==> src/design/esf_pkg.sv <==
package esf_pkg;

    localparam int GUARD_BITS = 4;

    localparam int TEMP_W     = 16;
    localparam int PRES_W     = 18;
    localparam int HUM_W      = 16;
    localparam int TOFF_W     = 15;
    localparam int POFF_W     = 16;
    localparam int HOFF_W     = 15;
    localparam int TIME_W     = 32;
    localparam int CNT_W      = 16;
    localparam int CAPS_W     = 3;
    localparam int NF_W       = 3;
    localparam int CFG_IDX_W  = 3;
    localparam int CFG_DATA_W = 32;

    // accumulators carry GUARD_BITS fraction bits
    localparam int T_ACC_W = TEMP_W + GUARD_BITS;
    localparam int P_ACC_W = PRES_W + 1 + GUARD_BITS;
    localparam int H_ACC_W = HUM_W + GUARD_BITS;

    // range-check widths, wide enough for raw value plus offset
    localparam int TC_W = TEMP_W + 2;
    localparam int PC_W = PRES_W + 2;
    localparam int HC_W = HUM_W + 2;

    localparam logic signed [TC_W-1:0] TEMP_MIN = TC_W'(-4000);
    localparam logic signed [TC_W-1:0] TEMP_MAX = TC_W'(8500);
    localparam logic signed [PC_W-1:0] PRES_MIN = PC_W'(30000);
    localparam logic signed [PC_W-1:0] PRES_MAX = PC_W'(110000);
    localparam logic signed [HC_W-1:0] HUM_MIN  = HC_W'(0);
    localparam logic signed [HC_W-1:0] HUM_MAX  = HC_W'(10000);

    // bit positions shared by sensor_caps and not_finite_flags
    localparam int CH_TEMP = 0;
    localparam int CH_HUM  = 1;
    localparam int CH_PRES = 2;

    localparam logic CMD_SAMPLE = 1'b0;
    localparam logic CMD_POLL   = 1'b1;

    typedef enum logic [CFG_IDX_W-1:0] {
        CFG_CAPS    = 3'd0,
        CFG_TOFF    = 3'd1,
        CFG_POFF    = 3'd2,
        CFG_HOFF    = 3'd3,
        CFG_TIMEOUT = 3'd4
    } t_cfg_idx;

    typedef struct packed {
        logic                     cmd;
        logic [TIME_W-1:0]        now_ms;
        logic signed [TEMP_W-1:0] raw_temperature;
        logic [PRES_W-1:0]        raw_pressure;
        logic signed [HUM_W-1:0]  raw_humidity;
        logic                     humidity_present;
        logic [NF_W-1:0]          not_finite_flags;
    } t_in_word;

    typedef struct packed {
        logic                     accepted;
        logic signed [TEMP_W-1:0] filtered_temperature;
        logic [PRES_W-1:0]        filtered_pressure;
        logic signed [HUM_W-1:0]  filtered_humidity;
        logic                     filtered_has_humidity;
        logic                     value_present;
        logic                     is_stale;
        logic [CNT_W-1:0]         rejected_count;
        logic [TIME_W-1:0]        last_good_ms;
    } t_out_word;

    typedef struct packed {
        logic [CFG_IDX_W-1:0]  idx;
        logic [CFG_DATA_W-1:0] wdata;
    } t_cfg_word;

    function automatic logic sample_ok(
        input logic [CAPS_W-1:0]      caps,
        input logic signed [TC_W-1:0] t,
        input logic signed [PC_W-1:0] p,
        input logic signed [HC_W-1:0] h,
        input logic                   has_h,
        input logic [NF_W-1:0]        nf
    );
        logic t_ok;
        logic p_ok;
        logic h_ok;
        t_ok = caps[CH_TEMP] && !nf[CH_TEMP] && (t >= TEMP_MIN) && (t <= TEMP_MAX);
        p_ok = !caps[CH_PRES] || (!nf[CH_PRES] && (p >= PRES_MIN) && (p <= PRES_MAX));
        if (caps[CH_HUM]) begin
            h_ok = has_h && !nf[CH_HUM] && (h >= HUM_MIN) && (h <= HUM_MAX);
        end else begin
            h_ok = !has_h;
        end
        return t_ok && p_ok && h_ok;
    endfunction

endpackage

==> src/design/esf_if.sv <==
interface esf_in_if;
    logic               valid;
    logic               ready;
    esf_pkg::t_in_word  data;
    modport source (output valid, output data, input ready);
    modport sink   (input valid, input data, output ready);
endinterface

interface esf_out_if;
    logic               valid;
    logic               ready;
    esf_pkg::t_out_word data;
    modport source (output valid, output data, input ready);
    modport sink   (input valid, input data, output ready);
endinterface

interface esf_cfg_if;
    logic               valid;
    logic               ready;
    esf_pkg::t_cfg_word data;
    modport source (output valid, output data, input ready);
    modport sink   (input valid, input data, output ready);
endinterface

==> src/design/environment_sample_filter.sv <==
// Environment sample filter: range-checks and offset-calibrates temperature,
// pressure and humidity words, smooths accepted samples with a quarter-weight
// exponential average and returns one result word per input word. Throughput
// is one word per clock while the output is not stalled; each word moves from
// the input register to the result register, and the filter state is updated
// as it does so, so the next word sees it. Configuration writes are always
// taken and must only be issued while no word is in flight.
module environment_sample_filter (
    input  logic       i_clk,
    input  logic       i_rst_n,
    esf_in_if.sink     i_in,
    esf_out_if.source  o_out,
    esf_cfg_if.sink    i_cfg
);

    localparam int GB = esf_pkg::GUARD_BITS;

    // configuration
    logic [esf_pkg::CAPS_W-1:0]        r_caps;
    logic signed [esf_pkg::TOFF_W-1:0] r_toff;
    logic signed [esf_pkg::POFF_W-1:0] r_poff;
    logic signed [esf_pkg::HOFF_W-1:0] r_hoff;
    logic [esf_pkg::TIME_W-1:0]        r_timeout;

    // filter state
    logic signed [esf_pkg::T_ACC_W-1:0] r_t_acc, n_t_acc;
    logic signed [esf_pkg::P_ACC_W-1:0] r_p_acc, n_p_acc;
    logic signed [esf_pkg::H_ACC_W-1:0] r_h_acc, n_h_acc;
    logic                               r_hum_flag, n_hum_flag;
    logic                               r_have, n_have;
    logic [esf_pkg::TIME_W-1:0]         r_last, n_last;
    logic [esf_pkg::CNT_W-1:0]          r_rej, n_rej;

    // pipeline
    logic               r_in_vld, n_in_vld;
    esf_pkg::t_in_word  r_in;
    logic               r_out_vld, n_out_vld;
    esf_pkg::t_out_word r_out, n_out;
    logic               adv;

    // datapath
    logic                                is_sample, has_p, has_h, ok;
    logic signed [esf_pkg::TC_W-1:0]     t_raw, t_cal;
    logic signed [esf_pkg::PC_W-1:0]     p_raw, p_cal;
    logic signed [esf_pkg::HC_W-1:0]     h_raw, h_cal;
    logic signed [esf_pkg::T_ACC_W-1:0]  t_load, t_ema;
    logic signed [esf_pkg::P_ACC_W-1:0]  p_load, p_ema;
    logic signed [esf_pkg::H_ACC_W-1:0]  h_load, h_ema;
    logic signed [esf_pkg::T_ACC_W:0]    t_diff, t_step;
    logic signed [esf_pkg::P_ACC_W:0]    p_diff, p_step;
    logic signed [esf_pkg::H_ACC_W:0]    h_diff, h_step;
    logic [esf_pkg::TIME_W-1:0]          age;

    assign adv        = r_in_vld && (!r_out_vld || o_out.ready);
    assign i_in.ready = !r_in_vld || adv;
    assign n_in_vld   = (i_in.valid && i_in.ready) || (r_in_vld && !adv);
    assign n_out_vld  = adv || (r_out_vld && !o_out.ready);
    assign o_out.valid = r_out_vld;
    assign o_out.data  = r_out;
    assign i_cfg.ready = 1'b1;

    always_comb begin
        is_sample = (r_in.cmd == esf_pkg::CMD_SAMPLE);
        has_p     = r_caps[esf_pkg::CH_PRES];
        has_h     = r_in.humidity_present;

        t_raw = esf_pkg::TC_W'($signed(r_in.raw_temperature));
        p_raw = $signed(esf_pkg::PC_W'(r_in.raw_pressure));
        h_raw = esf_pkg::HC_W'($signed(r_in.raw_humidity));

        t_cal = t_raw + esf_pkg::TC_W'(r_toff);
        p_cal = has_p ? p_raw + esf_pkg::PC_W'(r_poff) : '0;
        h_cal = has_h ? h_raw + esf_pkg::HC_W'(r_hoff) : '0;

        ok = is_sample
            && esf_pkg::sample_ok(r_caps, t_raw, p_raw, h_raw, has_h, r_in.not_finite_flags)
            && esf_pkg::sample_ok(r_caps, t_cal, p_cal, h_cal, has_h, r_in.not_finite_flags);

        t_load = {t_cal[esf_pkg::TEMP_W-1:0], {GB{1'b0}}};
        p_load = {p_cal[esf_pkg::PRES_W:0], {GB{1'b0}}};
        h_load = {h_cal[esf_pkg::HUM_W-1:0], {GB{1'b0}}};

        t_diff = {t_load[esf_pkg::T_ACC_W-1], t_load} - {r_t_acc[esf_pkg::T_ACC_W-1], r_t_acc};
        p_diff = {p_load[esf_pkg::P_ACC_W-1], p_load} - {r_p_acc[esf_pkg::P_ACC_W-1], r_p_acc};
        h_diff = {h_load[esf_pkg::H_ACC_W-1], h_load} - {r_h_acc[esf_pkg::H_ACC_W-1], r_h_acc};
        t_step = t_diff >>> 2;
        p_step = p_diff >>> 2;
        h_step = h_diff >>> 2;
        t_ema  = r_t_acc + t_step[esf_pkg::T_ACC_W-1:0];
        p_ema  = r_p_acc + p_step[esf_pkg::P_ACC_W-1:0];
        h_ema  = r_h_acc + h_step[esf_pkg::H_ACC_W-1:0];

        n_t_acc    = r_t_acc;
        n_p_acc    = r_p_acc;
        n_h_acc    = r_h_acc;
        n_hum_flag = r_hum_flag;
        n_have     = r_have;
        n_last     = r_last;
        n_rej      = r_rej;
        if (ok) begin
            n_t_acc    = r_have ? t_ema : t_load;
            n_p_acc    = !has_p ? '0 : (r_have ? p_ema : p_load);
            n_h_acc    = !has_h ? '0 : (r_have ? h_ema : h_load);
            n_hum_flag = has_h;
            n_have     = 1'b1;
            n_last     = r_in.now_ms;
        end else if (is_sample && (r_rej != '1)) begin
            n_rej = r_rej + 1'b1;
        end

        age = r_in.now_ms - n_last;

        n_out.accepted              = ok;
        n_out.filtered_temperature  = n_t_acc[GB +: esf_pkg::TEMP_W];
        n_out.filtered_pressure     = n_p_acc[GB +: esf_pkg::PRES_W];
        n_out.filtered_humidity     = n_h_acc[GB +: esf_pkg::HUM_W];
        n_out.filtered_has_humidity = n_hum_flag;
        n_out.value_present         = n_have;
        n_out.is_stale              = n_have && (age > r_timeout);
        n_out.rejected_count        = n_rej;
        n_out.last_good_ms          = n_last;
    end

    always_ff @(posedge i_clk) begin
        if (!i_rst_n) begin
            r_in_vld   <= 1'b0;
            r_out_vld  <= 1'b0;
            r_caps     <= '0;
            r_toff     <= '0;
            r_poff     <= '0;
            r_hoff     <= '0;
            r_timeout  <= '0;
            r_t_acc    <= '0;
            r_p_acc    <= '0;
            r_h_acc    <= '0;
            r_hum_flag <= 1'b0;
            r_have     <= 1'b0;
            r_last     <= '0;
            r_rej      <= '0;
        end else begin
            r_in_vld  <= n_in_vld;
            r_out_vld <= n_out_vld;
            if (adv) begin
                r_t_acc    <= n_t_acc;
                r_p_acc    <= n_p_acc;
                r_h_acc    <= n_h_acc;
                r_hum_flag <= n_hum_flag;
                r_have     <= n_have;
                r_last     <= n_last;
                r_rej      <= n_rej;
            end
            if (i_cfg.valid && i_cfg.ready) begin
                unique case (esf_pkg::t_cfg_idx'(i_cfg.data.idx))
                    esf_pkg::CFG_CAPS: begin
                        r_caps <= i_cfg.data.wdata[esf_pkg::CAPS_W-1:0];
                    end
                    esf_pkg::CFG_TOFF: begin
                        r_toff <= i_cfg.data.wdata[esf_pkg::TOFF_W-1:0];
                    end
                    esf_pkg::CFG_POFF: begin
                        r_poff <= i_cfg.data.wdata[esf_pkg::POFF_W-1:0];
                    end
                    esf_pkg::CFG_HOFF: begin
                        r_hoff <= i_cfg.data.wdata[esf_pkg::HOFF_W-1:0];
                    end
                    esf_pkg::CFG_TIMEOUT: begin
                        r_timeout <= i_cfg.data.wdata[esf_pkg::TIME_W-1:0];
                    end
                    default: begin
                    end
                endcase
            end
        end
    end

    // payload
    always_ff @(posedge i_clk) begin
        if (i_in.valid && i_in.ready) begin
            r_in <= i_in.data;
        end
        if (adv) begin
            r_out <= n_out;
        end
    end

endmodule

==> src/flat_wrapper.sv <==
// flat-port wrapper written by rule: the top's interface ports become plain ports
module environment_sample_filter_flat 
  (i_clk, i_rst_n, i_in_valid, i_in_data, i_in_ready, o_out_valid, o_out_data, o_out_ready, i_cfg_valid, i_cfg_data, i_cfg_ready);
  esf_in_if i_in_i ();
  esf_out_if o_out_i ();
  esf_cfg_if i_cfg_i ();
  input  logic i_clk;
  input  logic i_rst_n;
  input wire logic [$bits(i_in_i.valid)-1:0] i_in_valid;
  input wire logic [$bits(i_in_i.data)-1:0] i_in_data;
  output wire logic [$bits(i_in_i.ready)-1:0] i_in_ready;
  output wire logic [$bits(o_out_i.valid)-1:0] o_out_valid;
  output wire logic [$bits(o_out_i.data)-1:0] o_out_data;
  input wire logic [$bits(o_out_i.ready)-1:0] o_out_ready;
  input wire logic [$bits(i_cfg_i.valid)-1:0] i_cfg_valid;
  input wire logic [$bits(i_cfg_i.data)-1:0] i_cfg_data;
  output wire logic [$bits(i_cfg_i.ready)-1:0] i_cfg_ready;
  assign i_in_i.valid = i_in_valid;
  assign i_in_i.data = i_in_data;
  assign i_in_ready = i_in_i.ready;
  assign o_out_valid = o_out_i.valid;
  assign o_out_data = o_out_i.data;
  assign o_out_i.ready = o_out_ready;
  assign i_cfg_i.valid = i_cfg_valid;
  assign i_cfg_i.data = i_cfg_data;
  assign i_cfg_ready = i_cfg_i.ready;
  environment_sample_filter u_core (.i_clk(i_clk), .i_rst_n(i_rst_n), .i_in(i_in_i), .o_out(o_out_i), .i_cfg(i_cfg_i));
endmodule
==> config.mk <==
export PLATFORM = sky130hd
export DESIGN_NAME = environment_sample_filter_flat
export DESIGN_NICKNAME = d
export VERILOG_FILES = /design/src/design/esf_pkg.sv /design/src/design/esf_if.sv /design/src/design/environment_sample_filter.sv /design/src/flat_wrapper.sv
export SDC_FILE = /design/constraint.sdc
export NUM_CORES = 1
export LEC_CHECK = 0
export ABC_AREA = 1
export ABC_CLOCK_PERIOD_IN_PS = 6300
export BUFFER_PORTS_ARGS = -buffer_cell sky130_fd_sc_hd__buf_2
export CAP_MARGIN = 10
export CORE_UTILIZATION = 50
export DETAILED_ROUTE_END_ITERATION = 12
export PLACE_DENSITY_LB_ADDON = 0.25
export SETUP_SLACK_MARGIN = 0.4
export SLEW_MARGIN = 5
export SYNTH_ARGS = -nofsm -noshare
export SYNTH_HDL_FRONTEND = slang
export SYNTH_SLANG_ARGS = --single-unit
==> constraint.sdc <==
create_clock -name i_clk -period 6.3 [get_ports i_clk]
set_input_delay 0.945 -clock i_clk [delete_from_list [all_inputs] [get_ports i_clk]]
set_output_delay 0.945 -clock i_clk [all_outputs]
set_load 0.005 [all_outputs]
# --- After elaboration in Yosys (flattened, before gate mapping) ---
# Cells that the tools add are included.
totals:
  ram_bits: 0
  mem_count: 0
  word_cells: 128
  output_inout_bits: 105
  input_bits: 127
  latchBits: 0
  reg_bits: 385
  romBits: 0
op_classes:
  n_eq_ne: 5
  bitwise: 1
  n_div: 0
  n_reduce_logical: 48
  shift: 0
  mul: 0
  addsub: 11
  n_mux: 17
  n_lt_le_gt_ge: 13
ops:
  columns: ["operator", "count"]
  rows:
  - ["2-to-1 mux 20 bit", 6]
  - ["2-to-1 mux 23 bit", 2]
  - ["subtractor 20 x 20 -> 21 bit", 2]
  - ["adder 20 bit", 2]
  - ["adder 16 x 15 -> 17 bit", 2]
  - ["> comparator 32 bit", 1]
  - ["less-or-equal comparator 16 x 15 -> 1 bit (second input constant)", 2]
  - ["2-to-1 mux 16 bit", 2]
  - ["2-to-1 mux 32 bit", 1]
  - ["subtractor 32 bit", 1]
  - ["logical AND 1 bit", 26]
  - ["subtractor 23 x 23 -> 24 bit", 1]
  - ["adder 23 bit", 1]
  - ["2-to-1 mux 22 bit", 1]
  - ["adder 19 x 16 -> 20 bit", 1]
  - ["greater-or-equal comparator 20 x 16 -> 1 bit (second input constant)", 1]
  - ["less-or-equal comparator 20 x 18 -> 1 bit (second input constant)", 1]
  - ["greater-or-equal comparator 18 x 1 -> 1 bit (second input constant)", 1]
  - ["greater-or-equal comparator 18 x 15 -> 1 bit (second input constant)", 1]
  - ["less-or-equal comparator 18 x 15 -> 1 bit (second input constant)", 1]
  - ["less-or-equal comparator 18 x 17 -> 1 bit (second input constant)", 1]
  - ["2-to-1 mux 18 bit", 1]
  - ["greater-or-equal comparator 17 x 13 -> 1 bit (second input constant)", 1]
  - ["less-or-equal comparator 17 x 15 -> 1 bit (second input constant)", 1]
  - ["13 further kinds", 35]

# --- Depth between registers and ports, before layout ---
# Gate-level depths: netlist of the first run.
logic_depth:
  word_depth: 13
  ltp_mapped: 53
  mapped_depth_nobuf: 51

# --- Worst setup path after synthesis of the first run ---
# No wires, ideal clock.
synth_path:
  path_kind: "register to register"
  start: "register u_core.r_in[38] (netlist name)"
  end: "register u_core.r_out (netlist bit u_core.o_out.data[48]) (data pin)"
  setup_slack_ps: 66
  path_buffers: 3
  arrival_ps: 5976
  required_ps: 6041
  path_stages_with_launch: 44
  cell_sequence: "edfxtp_1 > ha_1 > fa_1 > nand3_1 > nand3_1 > a21oi_1 > inv_1 > nand2_1 > nand2_1 > inv_1 > nand3_1 > nand2_1 > nand3_1 > nand2_1 > nand2_1 > a21oi_2 > nand3_4 > buf_4 > [8 not listed] > a21oi_1 > o21bai_1 > a21o_1 > a21oi_1 > nor2_1 > a21oi_4 > o21bai_2 > nand2_1 > nand2_1 > nand2_1 > nand2_1 > ha_1 > nand4_1 > nor3_1 > nor4b_1 > nand3_1 > nand2_1 > a21oi_1"
synth_rtl:
  columns: ["item", "line", "text"]
  rows:
  - ["start, declared", "environment_sample_filter.sv:36", "esf_pkg::t_in_word r_in;"]
  - ["start signal, assigned", "environment_sample_filter.sv:179", "r_in <= i_in.data;"]
  - ["end signal, assigned", "environment_sample_filter.sv:182", "r_out <= n_out;"]
  - ["end, declared", "environment_sample_filter.sv:38", "esf_pkg::t_out_word r_out, n_out;"]

==> metrics.csv, run 1 <==
metric,value,unit
yosysSeqAreaShare,37.4,%
ant_nets,0,
place_congestion,0.959,
fillers,4646,
port_buffers,230,
area_growth,17.8,%
tns,0,ps
antenna_found_initial,5,
cts_max_path_buffers,3,
grt_max_degree,125,
cts_root_buffer,clkbuf_16,
most-common-layout-cells,"nand2_1, inv_1, a21oi_1",
crit_path_end_kind,flip-flop,
grt_pass1_wl,111,mm
critPathLaunchType,flip-flop,
cp.required,6640,ps
layout.nets,4053,
ios,232,
yosysWarnings,0,
dp_slack,-178,ps
synth_ff_type,dfxtp_1,
leakage,13.5,nW
cts_tree,yes,
dp_hpwl,53.6,mm
cp.arrival,6520,ps
crit_path_top_delay_cell,fa_2,
post-route-period-util,98.1,%
fp.coreArea,50400,um^2
layout_setup_ws,121,ps
syn_avg_cell_area,7.50,um^2
cellPowerDensity,222,nW/um^2
synth-seq-cells,385,
die-area,52300,um^2
critPathMaxStageDelay,440,ps
layout-drive-gt1-share,16.6,%
fmax,162,MHz
wl_per_cell,16.3,um
synthesis.area,25700,um^2
outcome,completed,
grt_pass1_vias,21700,
rows,82,
die_h,229,um
max-cap-violations,0,
crit_fanout,6,
ys_top_cells_by_area,"edfxtp_1, dfxtp_1, nand2_1",
grt-ovfl-total,0,
vias_per_cell,5.38,
netlist_instances,3421,
initial_core_util,51.0,%
cts_htree_levels,2,
clock_sinks,385,
synth-edff-count,189,
routed_wl,72.0,mm
ctsHoldBuffers,0,
yosysTopAreaCell,edfxtp_1,
final.min_clock_period,6180,ps
grtUsageTotal,26.5,%
synth_top_area_share,22.1,%
firstDrtPassIters,6,
peakVddDrop,234,uV
hp-class,flip-flop to flip-flop,
vias,23700,
ys_types,59,
layout_commonest_cell,nand2_1,
worst_slew_pin_slew,1200,ps
setup_violations,0,
fin_skew,27.7,ps
maxSlewHeadroom,20.0,%
drt_iter0_drc,1846,
critical_path_class,flip-flop to flip-flop,
crit_top_cell,nand2_1,
clk_latency,590,ps
syn-num-nets,3780,
r2r_setup_slack,120,ps
drv_slew,0,
drc_errors,0,
async_reset_ff_share,0,%
rsz0062_at_grt,true,
path_clk_slew,60,ps
hold_viol,0,
die_x,229,um
numCtsBuffers,44,
## final timing paths
kind / startpoint / endpoint / depth (start not counted)
max: u_core.p_raw[0] / u_core.o_out.data[48] / 41
min: u_core.r_hoff[6] / u_core.r_hoff[6] / 2
max reg2reg: u_core.p_raw[0] / u_core.o_out.data[48] / 41
min reg2reg: u_core.r_hoff[6] / u_core.r_hoff[6] / 2
## critical path: cells and delay by family (launching register included)
family                   cells  cell delay (ps)
AO/OA/AOI/OAI                8             1070
XOR/XNOR                     1              140
flip-flops                   1              420
buffers and inverters        4              430
AND/OR/NAND/NOR             23             2350
adder cells (fa/ha/maj)      5             1540
## layout make-up
| type | instances | area (um^2) | area share [%] |
|---|---|---|---|
| Antenna cell | 4 | 10.0 | 0.0331 |
| Clock buffer | 58 | 1200 | 3.98 |
| Clock inverter | 23 | 262 | 0.865 |
| Inverter | 472 | 1790 | 5.90 |
| Multi-Input combinational cell | 2475 | 14700 | 48.5 |
| Sequential cell | 385 | 9600 | 31.7 |
| Tap cell | 672 | 841 | 2.78 |
| Timing Repair Buffer | 316 | 1860 | 6.14 |
## state kept, by name (all words and copies together) (netlist names)
| name | cells |
|---|---|
| u_core.o_out.data | 102 |
| u_core.r_in | 52 |
| u_core.r_last | 32 |
| u_core.r_timeout | 32 |
| u_core.r_p_acc | 23 |
| u_core.r_h_acc | 20 |
| u_core.r_t_acc | 20 |
| u_core.p_raw | 18 |
| u_core.h_raw | 16 |
| u_core.r_poff | 16 |
| u_core.r_rej | 16 |
| u_core.r_hoff | 15 |
| u_core.r_toff | 15 |
| u_core.r_caps | 3 |
| u_core.has_h | 1 |
| u_core.o_out.valid | 1 |
| u_core.r_have | 1 |
| u_core.r_hum_flag | 1 |
| u_core.r_in_vld | 1 |
## cell families (layout without fill, tap and decap cells)
| family | Yosys count | count (layout) | share of synthesized area (%) |
|---|---|---|---|
| compound gates | 795 | 795 | 16.8 |
| xor+xnor | 132 | 132 | 4.50 |
| fa+ha+maj | 232 | 232 | 11.5 |
| buf+inv | 561 | 869 | 8.34 |
| flops | 385 | 385 | 37.4 |
| mux | 3 | 3 | 0.117 |
| other cells | 1 | 5 | 0.0146 |
| simple gates | 1312 | 1312 | 21.3 |
## synthesized netlist by cell type (all sizes together) (15+ instances only)
library cell and count:
inv 469, xor2 95, o22ai 19, nand3 143
xnor2 37, buf 22, nor3 37, nor2 266
nand4 31, dfxtp 196, a211oi 24, ha 225
clkbuf 67, o21ai 296, o21bai 15, nand2 788
a21oi 373, edfxtp 189, o211ai 15
## per-stage QoR
| stage | power (mW) | cell area (um^2) | std cells | util, % | hold WS, ps |
|---|---|---|---|---|---|
| after detailed placement | 4.04 | 27700 | 4282 | 55.0 | 448 |
| after CTS | 6.67 | 29400 | 4374 | 58.3 | 456 |
| after global routing | 7.02 | 30200 | 4405 | 60.0 | 473 |
| final | 6.72 | 30200 | 4405 | 60.0 | 452 |
| after floorplan | 3.69 | 25700 | 3421 | - | 427 |
| after global placement | 4.03 | 27700 | 4282 | 55.0 | 443 |
## power by group
part           internal [mW]  leakage, nW  switching [mW]
Clock                   1.56        0.719            1.06
Combinational          0.504         9.32           0.823
Sequential              2.72         3.42          0.0573
Total                   4.78         13.5            1.94
## what timing repair did
action	in CTS	in global routing
gates cloned	0	1
pin swaps	15	74
endpoints found under the setup margin	8	40
buffers inserted	11	26
resized for setup	37	168
## routing by layer
| metal | part of all wire [%] | wire, um | global-route usage, % |
|---|---|---|---|
| met2 | 45 | 32400 | 42.1 |
| met3 | 6.3 | 4510 | 4.12 |
| met5 | 0.015 | 11 | 0 |
| met1 | 46 | 33200 | 36.7 |
| met4 | 2.7 | 1940 | 8.68 |
No activity file was read; power rests on OpenSTA's default activity.
==> run 2: changes to the inputs <==
--- a/config.mk
+++ b/config.mk
@@ -7,7 +7,7 @@
 export LEC_CHECK = 0
 export ABC_AREA = 1
 export ABC_CLOCK_PERIOD_IN_PS = 6300
-export BUFFER_PORTS_ARGS = -buffer_cell sky130_fd_sc_hd__buf_2
+export BUFFER_PORTS_ARGS = -buffer_cell sky130_fd_sc_hd__clkbuf_2
 export CAP_MARGIN = 10
 export CORE_UTILIZATION = 50
 export DETAILED_ROUTE_END_ITERATION = 12
==> metrics.csv, run 2 (same netlist as run 1, synthesis figures left out) <==
metric,value,unit
outcome,completed,
hold_viol,0,
leakage,13.5,nW
most-common-layout-cells,"nand2_1, inv_1, a21oi_1",
initial_core_util,51.0,%
largest_register_ffs,102,
critPathLaunchType,flip-flop,
path_clk_slew,60,ps
area_growth,18.2,%
die_h,229,um
layout.nets,4057,
cp_num_buf_inv,3,
cellPowerDensity,225,nW/um^2
holdPathEnd,u_core.r_hoff[7],
cts_tree,yes,
crit_top_cell,nand2_1,
drv_slew,0,
regArea,9600,um^2
crit_path_top_delay_cell,edfxtp_1,
grt_pass1_wl,112,mm
fp.coreArea,50400,um^2
die-area,52300,um^2
peakVddDrop,185,uV
fillers,4600,
firstDrtPassIters,6,
reg2reg_from,u_core.r_in[40],
layout_commonest_cell,nand2_1,
die_x,229,um
fin_skew,30.1,ps
routed_wl,71.7,mm
maxSlewHeadroom,28.6,%
drt_iter0_drc,1761,
vias,23600,
fmax,163,MHz
post-route-period-util,97.5,%
ios,232,
cp.arrival,6460,ps
port_buffers,230,
grtUsageTotal,26.6,%
rows,82,
ant_nets,0,
r2r_setup_slack,160,ps
layout-drive-gt1-share,16.6,%
antenna_found_initial,2,
setup_violations,0,
rsz0062_at_grt,true,
place_congestion,0.955,
drc_errors,0,
numCtsBuffers,44,
cts_htree_levels,2,
crit_family,simple AND/OR/NAND/NOR gates,
r2r_cells,39,
grt_max_degree,97,
critical_path_class,flip-flop to flip-flop,
wl_per_cell,16.3,um
cp.required,6620,ps
worst_slew_pin_slew,1070,ps
crit_fanout,10,
ctsHoldBuffers,0,
final_cells,4409,
holdWs,454,ps
final.min_clock_period,6140,ps
r2r-end,u_core.o_out.data[48],
grt-ovfl-total,0,
crit_path_end_kind,flip-flop,
grt_pass1_vias,21600,
multi_input_area,14700,um^2
min_path_cells,2,
min_from,u_core.r_hoff[7],
tns,0,ps
vias_per_cell,5.35,
critPathMaxStageDelay,430,ps
cts_root_buffer,clkbuf_16,
cts_max_path_buffers,3,
dp_hpwl,53.9,mm
place_inst,4277,
hp-class,flip-flop to flip-flop,
clock_sinks,385,
max-cap-violations,0,
clk_latency,590,ps
==> run 2: cell count changes in the layout (fill, tap and decap cells not counted), sizes merged <==
cell      before  now
diode          4    3
clkinvlp       2    5
clkbuf        59  282
buf          315   90
inv          470  473
clkinv        18   17
bufinv         5    7
==> run 2: timing repair <==
item,CTS,global route
pin swaps,24,46
resized for setup,69,125
setup endpoints to repair,11,38
endpoints found under the hold margin,0,0
gates cloned,0,1
buffers inserted,11,35
==> run 2: report_power, final <==
group,total (mW),switching [mW],internal [mW]
Sequential,2.78,0.0601,2.72
Combinational,1.32,0.817,0.503
Clock,2.74,1.10,1.64
==> run 2: stage by stage <==
stage          power (mW)  instance area [um^2]  setup WS, ps  util [%]
2_1_floorplan        3.69                 25700           407         -
3_3_place_gp         4.03                 27600          81.4      54.9
3_5_place_dp         4.03                 27600         -21.3      54.9
4_1_cts              6.81                 29600           338      58.8
5_1_grt              7.15                 30300          -272      60.2
6_report             6.84                 30300           159      60.2
==> run 2: routing by layer <==
layer	track usage, %	wire, um	share of wire [%]	vias up
met5	0	0	0	-
met4	8.89	2170	3.0	0
met3	3.64	4280	6.0	124
met2	41.8	31500	44	695
met1	37.6	33700	47	10800
li1	-	-	-	12000
==> run 2: worst max path at each step <==
| stage | start | to | depth (start not counted) |
|---|---|---|---|
| 6_report | u_core.r_in[40] | u_core.o_out.data[48] | 39 |
| 4_1_cts | u_core.p_raw[0] | u_core.o_out.data[48] | 50 |
| 3_5_place_dp | u_core.h_raw[0] | u_core.o_out.data[48] | 44 |
| 2_1_floorplan | u_core.r_in[38] | u_core.o_out.data[48] | 49 |
| 3_3_place_gp | u_core.h_raw[2] | u_core.o_out.data[48] | 37 |
| 5_1_grt | u_core.h_raw[0] | u_core.o_out.data[48] | 42 |
==> run 2: area by class of cell <==
type,count,share of cell area [%]
multi-input combinational,2475,48.4
clock inverter,30,1.18
antenna,3,0.0247
inverter,472,5.89
tap,672,2.77
sequential,385,31.6
timing repair buffer,320,6.21
clock buffer,52,3.90
==> run 2: worst reg2reg max path, delay by kind of cell, from the launching register on <==
family / cells / cell delay [ps]
buffers and inverters: 3 / 340
AND/OR/NAND/NOR: 22 / 2340
XOR/XNOR: 1 / 330
flip-flops: 1 / 430
adder cells (fa/ha/maj): 3 / 910
AO/OA/AOI/OAI: 10 / 1530
==> run 3: changes to the inputs <==
--- a/config.mk
+++ b/config.mk
@@ -6,13 +6,13 @@
 export NUM_CORES = 1
 export LEC_CHECK = 0
 export ABC_AREA = 1
-export ABC_CLOCK_PERIOD_IN_PS = 6300
+export ABC_CLOCK_PERIOD_IN_PS = 7110
 export BUFFER_PORTS_ARGS = -buffer_cell sky130_fd_sc_hd__clkbuf_2
 export CAP_MARGIN = 10
 export CORE_UTILIZATION = 50
 export DETAILED_ROUTE_END_ITERATION = 12
 export PLACE_DENSITY_LB_ADDON = 0.25
-export SETUP_SLACK_MARGIN = 0.4
+export SETUP_SLACK_MARGIN = 0.05
 export SLEW_MARGIN = 5
 export SYNTH_ARGS = -nofsm -noshare
 export SYNTH_HDL_FRONTEND = slang
==> constraint.sdc (replaced) <==
create_clock -name i_clk -period 7.11 [get_ports i_clk]
set_input_delay 1.0665 -clock i_clk [delete_from_list [all_inputs] [get_ports i_clk]]
set_output_delay 1.0665 -clock i_clk [all_outputs]
set_load 0.005 [all_outputs]
==> metrics.csv, run 3 (same netlist as run 1, synthesis figures left out) <==
metric,value,unit
outcome,completed,
holdPathEnd,u_core.r_hoff[11],
worst_slew_pin_slew,1010,ps
top_layer,met4,
tns,0,ps
rsz0062_at_grt,false,
cp.arrival,6880,ps
layout_commonest_cell,nand2_1,
firstDrtPassIters,6,
wl_met1,33.7,mm
grt-ovfl-total,0,
critical_path_class,flip-flop to flip-flop,
drv_slew,0,
reg2reg_from,u_core.r_in[38],
numCtsBuffers,43,
routed-wl-met3,5.10,mm
grt_pass1_vias,21200,
cts_tree,yes,
cts_root_buffer,clkbuf_16,
r2r_setup_slack,730,ps
ios,232,
seqPwrFrac,41.7,%
port_buffers,230,
dp_hpwl,53.6,mm
multi_input_area,14000,um^2
die_h,229,um
r2r-end,u_core.r_t_acc[18],
crit_path_end_kind,flip-flop,
min_from,u_core.r_hoff[11],
crit_family,compound AO/OA/AOI/OAI gates,
grt_max_degree,112,
ant_nets,0,
maxSlewHeadroom,32.4,%
die-area,52300,um^2
grtUsageTotal,26.4,%
hp-class,flip-flop to flip-flop,
leakage,13.0,nW
regArea,9600,um^2
final.min_clock_period,6380,ps
antenna_found_initial,0,
setup_violations,0,
place_congestion,0.951,
cellInternalPower,4.22,mW
worst-path-stages,27,
sw_frac_of_total,28.4,%
clock_sinks,385,
ctsHoldBuffers,0,
max-cap-violations,0,
cts_max_path_buffers,3,
power,5.90,mW
initial_core_util,51.0,%
layout.nets,3982,
fmax,157,MHz
largest_register_ffs,102,
clk_latency,580,ps
drt_iter0_drc,1764,
wl_met2,29.5,mm
wl_per_cell,16.3,um
num_antenna_cells,0,
grt_pass1_wl,111,mm
fp.coreArea,50400,um^2
hold_viol,0,
cp.required,7610,ps
die_x,229,um
p_comb_share,18.3,%
cp_num_buf_inv,1,
r2r_cells,27,
fillers,4709,
drc_errors,0,
crit_top_cell,a21oi_1,
vias_per_cell,5.38,
fin_skew,19.6,ps
layout-drive-gt1-share,10.7,%
rows,82,
path_clk_slew,60,ps
critPathMaxStageDelay,470,ps
post-route-period-util,89.8,%
most-common-layout-cells,"nand2_1, inv_1, a21oi_1",
min_path_cells,2,
fin_util,57.5,%
crit_fanout,3,
critPathLaunchType,flip-flop,
cellPowerDensity,204,nW/um^2
vias,23300,
crit_path_top_delay_cell,xor2_1,
peakVddDrop,159,uV
power_frac_clock,39.9,%
cts_htree_levels,2,
p_sw,1.68,mW
routed_wl,70.4,mm
area_growth,12.8,%
run 3: area by class of cell:
cell class / instances / area share [%]
tap: 672 / 2.90
clock inverter: 19 / 0.911
timing repair buffer: 246 / 4.43
inverter: 472 / 6.14
clock buffer: 60 / 4.22
sequential: 385 / 33.1
multi-input combinational: 2475 / 48.3
run 3: layer usage:
layer  up-vias  global-route usage, %
met1     10600                   38.6
met5         -                      0
met4         0                   8.20
li1      11800                      -
met3       112                   3.80
met2       766                   40.1
run 3: per-stage QoR:
step	instance area, um^2	hold slack, ps	setup slack [ps]	cells
2_1_floorplan	25700	427	876	3421
5_1_grt	29000	477	31.4	4329
3_5_place_dp	27400	445	225	4247
6_report	29000	453	726	4329
4_1_cts	28900	453	183	4326
3_3_place_gp	27400	438	408	4247
run 3: timing repair:
item                       4_1_cts  5_1_grt
setup buffers                    0        3
setup endpoints to repair        0        1
gates resized for setup          0       16
run 3: power by group through the flow:
stage / Clock [mW] / Sequential (mW) / Combinational, mW
2_1_floorplan: 0 / 2.49 / 0.778
3_3_place_gp: 0 / 2.51 / 1.05
3_5_place_dp: 0 / 2.51 / 1.06
4_1_cts: 2.40 / 2.46 / 1.07
5_1_grt: 2.47 / 2.47 / 1.22
6_report: 2.35 / 2.46 / 1.08
run 3: worst max-delay path by stage:
stage	start	to	slack, ps
2_1_floorplan	u_core.r_in[38]	u_core.o_out.data[48]	880
3_3_place_gp	u_core.p_raw[0]	u_core.o_out.data[48]	410
3_5_place_dp	u_core.p_raw[0]	u_core.o_out.data[48]	220
4_1_cts	u_core.p_raw[0]	u_core.o_out.data[48]	180
5_1_grt	u_core.r_in[38]	u_core.o_out.data[48]	30
6_report	u_core.r_in[38]	u_core.r_t_acc[18]	730
run 3: worst min-delay path, delay by kind of cell, from the launching register on:
kind	cells	cell delay (ps)
AOI/OAI and AO/OA	1	50
buffers and inverters	1	50
DFF	1	310
